File: src/hw/rtl/egbw_pkg.sv
// egbw_pkg: shared types, codes and constants of the exp-golomb bit writer
// no dependencies

package egbw_pkg;

  // operation codes on the func field
  typedef enum logic [2:0] {
    FUNC_FIXED = 3'd0,
    FUNC_UE    = 3'd1,
    FUNC_SE    = 3'd2,
    FUNC_TRAIL = 3'd3,
    FUNC_FLUSH = 3'd4
  } func_e;

  localparam int unsigned COUNT_BITS_DEF  = 16;
  localparam int unsigned CODE_W          = 33;   // widest code number, 2^32 + 1
  localparam int unsigned LEN_W           = 7;    // codeword length 0..65
  localparam int unsigned FIXED_MAX       = 32;
  localparam logic [15:0] BUF_SIZE_RESET  = 16'd1024;
  localparam int unsigned QUEUE_DEPTH     = 2;

  // one classified item: codeword right-aligned, its length, pad flag
  typedef struct packed {
    logic [CODE_W-1:0] bits;
    logic [LEN_W-1:0]  len;
    logic              pad;
  } entry_t;

endpackage

File: src/hw/rtl/egbw_front.sv
// egbw_front: accepts items, builds code numbers and codeword lengths
// depends on egbw_pkg

module egbw_front (
  input  logic                 clk_i,
  input  logic                 rst_ni,
  input  logic                 in_valid_i,
  output logic                 in_ready_o,
  input  logic [2:0]           func_i,
  input  logic [5:0]           num_bits_i,
  input  logic [31:0]          value_i,
  output logic                 push_valid_o,
  input  logic                 push_ready_i,
  output egbw_pkg::entry_t     push_entry_o
);

  // highest set bit position of a code number
  function automatic logic [5:0] top_bit(input logic [egbw_pkg::CODE_W-1:0] c);
    logic [5:0] t;
    t = '0;
    for (int i = 0; i < egbw_pkg::CODE_W; i++) begin
      if (c[i]) t = 6'(i);
    end
    return t;
  endfunction

  logic                        st_valid_q;
  logic [egbw_pkg::CODE_W-1:0] st_bits_q, st_bits_d;
  logic [egbw_pkg::LEN_W-1:0]  st_len_q, st_len_d;
  logic                        st_eg_q, st_eg_d;
  logic                        st_pad_q, st_pad_d;

  logic [5:0]                  nb_clip;
  logic [egbw_pkg::CODE_W-1:0] fix_mask;
  logic [31:0]                 mag;
  logic [5:0]                  top;
  logic                        drop;
  logic                        st_free;
  logic                        take;

  // classify the incoming item
  always_comb begin
    nb_clip  = (num_bits_i > 6'(egbw_pkg::FIXED_MAX)) ? 6'(egbw_pkg::FIXED_MAX) : num_bits_i;
    fix_mask = (egbw_pkg::CODE_W'(1) << nb_clip) - egbw_pkg::CODE_W'(1);
    mag      = ~value_i + 32'd1;
    st_bits_d = '0;
    st_len_d  = '0;
    st_eg_d   = 1'b0;
    st_pad_d  = 1'b0;
    case (func_i)
      egbw_pkg::FUNC_FIXED: begin
        st_bits_d = {1'b0, value_i} & fix_mask;
        st_len_d  = egbw_pkg::LEN_W'(nb_clip);
      end
      egbw_pkg::FUNC_UE: begin
        st_bits_d = {1'b0, value_i} + egbw_pkg::CODE_W'(1);
        st_eg_d   = 1'b1;
      end
      egbw_pkg::FUNC_SE: begin
        // code number is the mapped value plus one
        if (value_i[31]) begin
          st_bits_d = {mag, 1'b1};
        end else if (value_i == '0) begin
          st_bits_d = egbw_pkg::CODE_W'(1);
        end else begin
          st_bits_d = {value_i, 1'b0};
        end
        st_eg_d = 1'b1;
      end
      egbw_pkg::FUNC_TRAIL: begin
        st_bits_d = egbw_pkg::CODE_W'(1);
        st_len_d  = egbw_pkg::LEN_W'(1);
        st_pad_d  = 1'b1;
      end
      egbw_pkg::FUNC_FLUSH: begin
        st_pad_d = 1'b1;
      end
      default: begin
      end
    endcase
  end

  // second step: codeword length and hand-off
  always_comb begin
    top  = top_bit(st_bits_q);
    drop = !st_eg_q && (st_len_q == '0) && !st_pad_q;
    push_entry_o.bits = st_bits_q;
    push_entry_o.len  = st_eg_q ? {top, 1'b1} : st_len_q;
    push_entry_o.pad  = st_pad_q;
    push_valid_o = st_valid_q && !drop;
    st_free      = !st_valid_q || drop || push_ready_i;
    in_ready_o   = st_free;
    take         = in_valid_i && st_free;
  end

  always_ff @(posedge clk_i or negedge rst_ni) begin
    if (!rst_ni) begin
      st_valid_q <= 1'b0;
    end else if (st_free) begin
      st_valid_q <= in_valid_i;
    end
  end

  always_ff @(posedge clk_i) begin
    if (take) begin
      st_bits_q <= st_bits_d;
      st_len_q  <= st_len_d;
      st_eg_q   <= st_eg_d;
      st_pad_q  <= st_pad_d;
    end
  end

endmodule

File: src/hw/rtl/egbw_fifo.sv
// egbw_fifo: short queue of classified entries between front and back
// depends on egbw_pkg

module egbw_fifo (
  input  logic              clk_i,
  input  logic              rst_ni,
  input  logic              push_valid_i,
  output logic              push_ready_o,
  input  egbw_pkg::entry_t  push_entry_i,
  output logic              head_valid_o,
  input  logic              pop_i,
  output egbw_pkg::entry_t  head_entry_o
);

  localparam int unsigned PTR_W = (egbw_pkg::QUEUE_DEPTH > 1) ? $clog2(egbw_pkg::QUEUE_DEPTH) : 1;
  localparam int unsigned CNT_W = $clog2(egbw_pkg::QUEUE_DEPTH + 1);

  egbw_pkg::entry_t   mem_q [egbw_pkg::QUEUE_DEPTH];
  logic [PTR_W-1:0]   wr_ptr_q, wr_ptr_d;
  logic [PTR_W-1:0]   rd_ptr_q, rd_ptr_d;
  logic [CNT_W-1:0]   count_q, count_d;
  logic               do_push;
  logic               do_pop;

  always_comb begin
    push_ready_o = (count_q != CNT_W'(egbw_pkg::QUEUE_DEPTH));
    head_valid_o = (count_q != '0);
    head_entry_o = mem_q[rd_ptr_q];
    do_push = push_valid_i && push_ready_o;
    do_pop  = pop_i && head_valid_o;
    wr_ptr_d = wr_ptr_q;
    rd_ptr_d = rd_ptr_q;
    if (do_push) begin
      wr_ptr_d = (wr_ptr_q == PTR_W'(egbw_pkg::QUEUE_DEPTH - 1)) ? '0 : wr_ptr_q + PTR_W'(1);
    end
    if (do_pop) begin
      rd_ptr_d = (rd_ptr_q == PTR_W'(egbw_pkg::QUEUE_DEPTH - 1)) ? '0 : rd_ptr_q + PTR_W'(1);
    end
    count_d = count_q + CNT_W'(do_push) - CNT_W'(do_pop);
  end

  always_ff @(posedge clk_i or negedge rst_ni) begin
    if (!rst_ni) begin
      wr_ptr_q <= '0;
      rd_ptr_q <= '0;
      count_q  <= '0;
    end else begin
      wr_ptr_q <= wr_ptr_d;
      rd_ptr_q <= rd_ptr_d;
      count_q  <= count_d;
    end
  end

  always_ff @(posedge clk_i) begin
    if (do_push) begin
      mem_q[wr_ptr_q] <= push_entry_i;
    end
  end

endmodule

File: src/hw/rtl/egbw_back.sv
// egbw_back: packs queued codewords into bytes, tracks count and overflow
// depends on egbw_pkg

module egbw_back #(
  parameter int unsigned COUNT_BITS = egbw_pkg::COUNT_BITS_DEF
) (
  input  logic              clk_i,
  input  logic              rst_ni,
  input  logic [15:0]       buffer_size_i,
  input  logic              head_valid_i,
  input  egbw_pkg::entry_t  head_entry_i,
  output logic              pop_o,
  output logic              out_valid_o,
  input  logic              out_ready_i,
  output logic [7:0]        out_byte_o,
  output logic              last_o,
  output logic              overflow_flag_o
);

  localparam int unsigned CMP_W = (COUNT_BITS > 16) ? COUNT_BITS : 16;

  logic [6:0]                  pend_q, pend_d;
  logic [2:0]                  pc_q, pc_d;
  logic                        started_q, started_d;
  logic [egbw_pkg::LEN_W-1:0]  rem_q, rem_d;
  logic [COUNT_BITS-1:0]       bytes_done_q, bytes_done_d;
  logic                        overflowed_q, overflowed_d;
  logic                        out_valid_q, out_valid_d;
  logic [7:0]                  out_byte_q, out_byte_d;
  logic                        last_q, last_d;
  logic                        ovf_flag_q, ovf_flag_d;

  logic [3:0]                  avail;
  logic [egbw_pkg::LEN_W-1:0]  cur_rem;
  logic [3:0]                  k;
  logic [egbw_pkg::LEN_W-1:0]  rem_after;
  logic [egbw_pkg::CODE_W-1:0] shifted;
  logic [7:0]                  chunk;
  logic [7:0]                  acc;
  logic [3:0]                  newpc;
  logic                        full;
  logic                        done;
  logic                        pad_emit;
  logic                        emit;
  logic                        out_free;
  logic                        step;
  logic                        fits;

  always_comb begin
    avail   = 4'd8 - {1'b0, pc_q};
    cur_rem = started_q ? rem_q : head_entry_i.len;
    k       = (cur_rem < egbw_pkg::LEN_W'(avail)) ? 4'(cur_rem) : avail;
    rem_after = cur_rem - egbw_pkg::LEN_W'(k);
    // next k codeword bits, msb first
    shifted = head_entry_i.bits >> rem_after;
    chunk   = 8'(shifted) & 8'((9'd1 << k) - 9'd1);
    acc     = 8'(({1'b0, pend_q} << k) | chunk);
    newpc   = {1'b0, pc_q} + k;
    full    = (newpc == 4'd8);
    done    = (rem_after == '0);
    pad_emit = done && head_entry_i.pad && !full && (newpc != 4'd0);
    emit     = full || pad_emit;
    out_free = !out_valid_q || out_ready_i;
    step     = head_valid_i && (!emit || out_free);
    pop_o    = step && done;

    fits = !overflowed_q
        && (CMP_W'(bytes_done_q) < CMP_W'(buffer_size_i))
        && (bytes_done_q != {COUNT_BITS{1'b1}});

    pend_d       = pend_q;
    pc_d         = pc_q;
    started_d    = started_q;
    rem_d        = rem_q;
    bytes_done_d = bytes_done_q;
    overflowed_d = overflowed_q;
    out_valid_d  = out_valid_q && !out_ready_i;
    out_byte_d   = out_byte_q;
    last_d       = last_q;
    ovf_flag_d   = ovf_flag_q;

    if (step) begin
      pend_d    = emit ? 7'd0 : acc[6:0];
      pc_d      = emit ? 3'd0 : newpc[2:0];
      started_d = !done;
      rem_d     = rem_after;
      if (emit) begin
        out_valid_d = 1'b1;
        // last when the rest of the codeword completes no further byte
        last_d      = (rem_after < egbw_pkg::LEN_W'(8)) && (done || !head_entry_i.pad);
        if (fits) begin
          bytes_done_d = bytes_done_q + COUNT_BITS'(1);
          out_byte_d   = full ? acc : 8'(acc << (4'd8 - newpc));
          ovf_flag_d   = 1'b0;
        end else begin
          overflowed_d = 1'b1;
          out_byte_d   = 8'd0;
          ovf_flag_d   = 1'b1;
        end
      end
    end
  end

  always_ff @(posedge clk_i or negedge rst_ni) begin
    if (!rst_ni) begin
      pend_q       <= '0;
      pc_q         <= '0;
      started_q    <= 1'b0;
      rem_q        <= '0;
      bytes_done_q <= '0;
      overflowed_q <= 1'b0;
      out_valid_q  <= 1'b0;
    end else begin
      pend_q       <= pend_d;
      pc_q         <= pc_d;
      started_q    <= started_d;
      rem_q        <= rem_d;
      bytes_done_q <= bytes_done_d;
      overflowed_q <= overflowed_d;
      out_valid_q  <= out_valid_d;
    end
  end

  always_ff @(posedge clk_i) begin
    out_byte_q <= out_byte_d;
    last_q     <= last_d;
    ovf_flag_q <= ovf_flag_d;
  end

  assign out_valid_o     = out_valid_q;
  assign out_byte_o      = out_byte_q;
  assign last_o          = last_q;
  assign overflow_flag_o = ovf_flag_q;

  // overflow is sticky until reset
  a_ovf_sticky: assert property (@(posedge clk_i) disable iff (!rst_ni)
    overflowed_q |=> overflowed_q)
    else $error("overflow flag cleared without reset");

  // a dropped byte is reported as zero
  a_drop_zero: assert property (@(posedge clk_i) disable iff (!rst_ni)
    (out_valid_q && ovf_flag_q) |-> (out_byte_q == 8'd0))
    else $error("dropped byte carries data");

  // a partly packed codeword keeps its queue entry
  a_started_head: assert property (@(posedge clk_i) disable iff (!rst_ni)
    started_q |-> head_valid_i)
    else $error("codeword in progress lost its queue entry");

  // no bits are held right after a byte goes out
  a_pend_clean: assert property (@(posedge clk_i) disable iff (!rst_ni)
    $rose(out_valid_q) |-> (pend_q == 7'd0 && pc_q == 3'd0) || !$past(step))
    else $error("pending bits left after a byte was emitted");

endmodule

File: src/hw/rtl/exp_golomb_bit_writer.sv
// exp_golomb_bit_writer: top level of the exp-golomb bit writer
// depends on egbw_pkg, egbw_front, egbw_fifo, egbw_back
//
// usage
//   input channel (in_valid_i / in_ready_o) takes one request per cycle while in_ready_o is high:
//   func_i selects fixed write, ue(v), se(v), trailing bits or flush,
//   num_bits_i is the fixed width (above 32 counts as 32), value_i the data
//   output channel (out_valid_o / out_ready_i) carries one stream byte per
//   transfer, msb first; last_o marks the final byte of an input request,
//   overflow_flag_o marks a byte that was dropped (out_byte_o is then 0)
//   config channel (cfg_valid_i / cfg_ready_o) writes buffer_size, the
//   number of bytes passed before overflow; always ready, write while idle
// timing
//   front: one register stage maps the item; its codeword length is found
//   as it enters a two-entry queue that feeds the packer, which moves up to
//   8 bits per cycle, holding while a full byte waits on the output register;
//   a fixed write of width 0 or an unused func is dropped in the front;
//   with the queue empty the first byte passes the front register, the
//   queue and the packer's output register
// reset clears pending bits, byte count, overflow, and sets buffer_size
// to 1024; a stalled receiver holds the output register, then the queue
// fills and in_ready_o drops; nothing is lost

module exp_golomb_bit_writer #(
  parameter int unsigned COUNT_BITS = egbw_pkg::COUNT_BITS_DEF
) (
  input  logic        clk_i,
  input  logic        rst_ni,
  input  logic        in_valid_i,
  output logic        in_ready_o,
  input  logic [2:0]  func_i,
  input  logic [5:0]  num_bits_i,
  input  logic [31:0] value_i,
  output logic        out_valid_o,
  input  logic        out_ready_i,
  output logic [7:0]  out_byte_o,
  output logic        last_o,
  output logic        overflow_flag_o,
  input  logic        cfg_valid_i,
  output logic        cfg_ready_o,
  input  logic [15:0] cfg_data_i
);

  // byte budget register
  logic [15:0] buffer_size_q;

  // front to queue
  logic              push_valid;
  logic              push_ready;
  egbw_pkg::entry_t  push_entry;

  // queue to packer
  logic              head_valid;
  logic              pop;
  egbw_pkg::entry_t  head_entry;

  assign cfg_ready_o = 1'b1;

  always_ff @(posedge clk_i or negedge rst_ni) begin
    if (!rst_ni) begin
      buffer_size_q <= egbw_pkg::BUF_SIZE_RESET;
    end else if (cfg_valid_i) begin
      buffer_size_q <= cfg_data_i;
    end
  end

  // classify requests and build codewords
  egbw_front u_front (
    .clk_i        (clk_i),
    .rst_ni       (rst_ni),
    .in_valid_i   (in_valid_i),
    .in_ready_o   (in_ready_o),
    .func_i       (func_i),
    .num_bits_i   (num_bits_i),
    .value_i      (value_i),
    .push_valid_o (push_valid),
    .push_ready_i (push_ready),
    .push_entry_o (push_entry)
  );

  // decouples front from packer stalls
  egbw_fifo u_fifo (
    .clk_i        (clk_i),
    .rst_ni       (rst_ni),
    .push_valid_i (push_valid),
    .push_ready_o (push_ready),
    .push_entry_i (push_entry),
    .head_valid_o (head_valid),
    .pop_i        (pop),
    .head_entry_o (head_entry)
  );

  // bit packer, byte count and overflow
  egbw_back #(
    .COUNT_BITS (COUNT_BITS)
  ) u_back (
    .clk_i           (clk_i),
    .rst_ni          (rst_ni),
    .buffer_size_i   (buffer_size_q),
    .head_valid_i    (head_valid),
    .head_entry_i    (head_entry),
    .pop_o           (pop),
    .out_valid_o     (out_valid_o),
    .out_ready_i     (out_ready_i),
    .out_byte_o      (out_byte_o),
    .last_o          (last_o),
    .overflow_flag_o (overflow_flag_o)
  );

endmodule

File: config.mk
export PLATFORM = sky130hd
export DESIGN_NAME = exp_golomb_bit_writer
export DESIGN_NICKNAME = d
export VERILOG_FILES = /design/src/hw/rtl/egbw_pkg.sv /design/src/hw/rtl/egbw_front.sv /design/src/hw/rtl/egbw_fifo.sv /design/src/hw/rtl/egbw_back.sv /design/src/hw/rtl/exp_golomb_bit_writer.sv
export SDC_FILE = /design/constraint.sdc
export NUM_CORES = 1
export LEC_CHECK = 0
export ABC_AREA = 1
export BUFFER_PORTS_ARGS = -buffer_cell sky130_fd_sc_hd__buf_2
export CAP_MARGIN = 20
export CORE_ASPECT_RATIO = 1.25
export CORE_UTILIZATION = 60
export DETAILED_ROUTE_END_ITERATION = 8
export PLACE_DENSITY = 0.8
export REMOVE_ABC_BUFFERS = 1
export SETUP_SLACK_MARGIN = 0.2
export SYNTH_ARGS = -nofsm -noshare
export SYNTH_HDL_FRONTEND = slang
export SYNTH_SLANG_ARGS = --single-unit
File: constraint.sdc
create_clock -name clk_i -period 10.3 [get_ports clk_i]
set_input_delay 1.03 -clock clk_i [delete_from_list [all_inputs] [get_ports clk_i]]
set_output_delay 1.03 -clock clk_i [all_outputs]
set_load 0.05 [all_outputs]
==> flow_metrics.env <==
export IMPL_yosys_area_top_type="edfxtp_1"
export IMPL_slew_headroom=0.454
export IMPL_holdCritStartpoint="u_front.st_bits_q[28]$_DFFE_PP_"
export IMPL_crit_slowest_cell="inv_2"
export IMPL_synthXorXnorAreaFrac=0.0367
export IMPL_drt_wl_total_um=33600
export IMPL_holdPathStages=0
export IMPL_cts_hold_buf=0
export IMPL_synthArstFlopShare=0.300
export IMPL_viasPerCell=5.76
export IMPL_crit_path_frequent_cell="nand2_1"
export IMPL_drive_above_1_share=0.0900
export IMPL_synth_top_family_by_area="simple AND/OR/NAND/NOR gates"
export IMPL_fin_skew_ns=0.0123
export IMPL_place_area_mm2=0.0136
export IMPL_top_usage_layer="met2"
export IMPL_grt_pass1_vias=11600
export IMPL_worst_path_max_fanout=44
export IMPL_fillCellCount=1878
export IMPL_synthTopCellsByArea="edfxtp_1 (31%), nand2_1 (13%), dfrtp_1 (11%)"
export IMPL_cts_resized=0
export IMPL_grt_overflow=0
export IMPL_crit_path_end_kind="register"
export IMPL_syn_cell_area_mm2=0.0131
export IMPL_post_cts_buffers=0
export IMPL_core_area_mm2=0.0215
export IMPL_cts_root_buf="clkbuf_16"
export IMPL_grtUsageMet2=0.586
export IMPL_path_depth=29
export IMPL_crit_buf_inv=8
export IMPL_max_freq_mhz=146
export IMPL_ys_seq_area_frac=0.415
export IMPL_rows=60
export IMPL_yosysWarnings=0
export IMPL_die_area_mm2=0.0224
export IMPL_synth_edf_count=133
export IMPL_min_path_type="reg -> reg"
export IMPL_drt_wirelength_per_cell_um=16.2
export IMPL_hold_viol_final=0
export IMPL_register_area_mm2=0.00542
export IMPL_synth_area_mux_share=0.00613
export IMPL_htreeDepth=4
export IMPL_arrival_ns=7.16
export IMPL_design_area_mm2=0.0142
export IMPL_die_x_um=134
export IMPL_met3_usage=0.0368
export IMPL_worst_pin_slew_ns=0.818
export IMPL_synth_area_per_cell_um2=7.48
export IMPL_fin_nets=1885
export IMPL_r2r_start="u_fifo.rd_ptr_q$_DFFE_PN0P_"
export IMPL_critical_path_required_ns=10.63
export IMPL_antenna_cells=0
export IMPL_dr_pass1_iters=9
export IMPL_final_setup_tns_ns=0
export IMPL_critPathLaunch="u_fifo.rd_ptr_q$_DFFE_PN0P_"
export IMPL_ys_seq_elements=190
export IMPL_synth_adder_area_share=0.0356
export IMPL_most_common_layout_cells="nand2_1 (451), inv_1 (209), nor2_1 (182), o21ai_0 (139), edfxtp_1 (133)"
export IMPL_portBuffers=73
export IMPL_grt_pass1_wl_um=55100
export IMPL_synth_compound_area_share=0.141
export IMPL_drc=1
export IMPL_synthSimpleGateAreaFrac=0.280
export IMPL_clk_latency_ns=0.45
export IMPL_max_stage_delay_ns=0.51
export IMPL_grt_max_degree=58
export IMPL_syn_to_final_growth_pct=8.83
export IMPL_cts_buffers=17
export IMPL_gp_congestion=0.979
export IMPL_cp_top_family="buffers and inverters"
export IMPL_violations="DRC"
export IMPL_synth_cells=1747
export IMPL_cts_sinks=190
export IMPL_synth_top_cell_area_share=0.306
export IMPL_final_core_util=0.662
export IMPL_final_common_cell="nand2_1"
export IMPL_ant_nets=0
export IMPL_rsz0062_at_grt="no"
export IMPL_period_needed_ns=6.84
export IMPL_multiInputGateArea_mm2=0.00654
export IMPL_track_usage=0.311
export IMPL_path_clk_slew_ns=0.07
export IMPL_start_util=0.609
export IMPL_clock_path_buffers=2
export IMPL_dp_hpwl_um=26300
export IMPL_io_pins=75
export IMPL_grt_use_met1=0.328
export IMPL_dominantRegCellSynth="edfxtp_1"
export IMPL_drt_iter0_drc=863
export IMPL_final_max_slew_viol_count=0
export IMPL_crit_type="reg -> reg"
export IMPL_layout_worst_path_cycle_share=0.664
export IMPL_cts_tree="done"
export IMPL_die_y_um=167
export IMPL_yosysUniqueCellTypes=60
export IMPL_startpoint_type="register"
export IMPL_status="finished, violations left"
export IMPL_vias=12000
export IMPL_maxCapViolations=0
export IMPL_grt_antenna_before_repair=0
export IMPL_worstRegToRegCells=29
export IMPL_setup_viol=0
export IMPL_worst_hold_slack_ns=0.476
## synth_stat cells, types with 3 or more instances
library cell and n:
nand4_1 23, o221ai_1 8, edfxtp_1 133, nand2_2 4, o21ai_2 5, a21o_1 3, o21a_1 3, o21ai_0 139
nand3_1 123, o211ai_1 26, buf_2 10, mux2i_1 8, a22oi_1 3, dfrtp_1 56, o2111ai_1 7, clkinv_1 7
nor4_1 15, o311ai_0 9, clkbuf_1 42, nor2_1 184, buf_1 8, inv_2 6, a211oi_1 3, a21oi_1 72
or2_2 9, nor2_4 4, a31oi_1 10, o22ai_1 10, nand2_1 451, xnor2_1 13, nand3b_1 5, inv_1 209
nor3_1 31, buf_4 3, nor2_2 3, xor2_1 38, ha_1 34
## stage by stage
stage          setup slack, ns  instances
2_1_floorplan             3.49       1682
3_3_place_gp              3.72       2045
3_5_place_dp              3.53       2047
4_1_cts                   3.50       2079
5_1_grt                   2.91       2079
6_report                  3.46       2079
## state kept, by name (all words and copies together) (netlist names), 2 cells and up
| name | cells |
|---|---|
| buffer_size_q | 16 |
| u_back.bytes_done_q | 16 |
| u_back.out_byte_o | 8 |
| u_back.pc_q | 3 |
| u_back.pend_q | 7 |
| u_back.rem_q | 7 |
| u_fifo.count_q | 2 |
| u_fifo.mem_q | 82 |
| u_front.st_bits_q | 33 |
| u_front.st_len_q | 6 |
## final timing paths
kind | to | slack (ns)
min reg2reg | u_fifo.mem_q[1][36]$_DFFE_PP_ | 0.48
min | u_fifo.mem_q[1][36]$_DFFE_PP_ | 0.48
max | u_fifo.count_q[0]$_DFF_PN0_ | 3.46
min in group asynchronous | u_back.pend_q[4]$_DFFE_PN0N_ | 0.72
max reg2reg | u_fifo.count_q[0]$_DFF_PN0_ | 3.46
max in group asynchronous | u_fifo.wr_ptr_q$_DFFE_PN0P_ | 9.08
## worst register-to-register path, delay by kind of cell (launching register included)
family / cells / cell delay (ns)
XOR/XNOR: 1 / 0.18
flip-flops: 1 / 0.37
AO/OA/AOI/OAI: 4 / 0.87
adder cells (fa/ha/maj): 5 / 1.47
buffers and inverters: 8 / 2.25
AND/OR/NAND/NOR: 11 / 1.59
## routing by layer
metal  part of all wire  routed length (um)
met5                  0                   0
met4              0.052                1760
met3              0.039                1300
met2               0.53               18000
met1               0.37               12600
## logic make-up after synthesis
kind of cell             Yosys count
AO/OA/AOI/OAI                    311
XOR/XNOR                          53
adder cells (fa/ha/maj)           36
buffers and inverters            288
flip-flops                       190
multiplexers                       8
other                              1
AND/OR/NAND/NOR                  860
## cell type report
| class | instances | share of cell area |
|---|---|---|
| clock buffers | 17 | 0.0299 |
| clock inverters | 15 | 0.0108 |
| inverters | 223 | 0.0590 |
| multi-input cells | 1269 | 0.460 |
| flip-flops and latches | 190 | 0.381 |
| well taps | 279 | 0.0245 |
| repair buffers | 86 | 0.0343 |
Power is not shown: default switching activity piles up to over one toggle a cycle in this logic, so the estimate is an artifact.
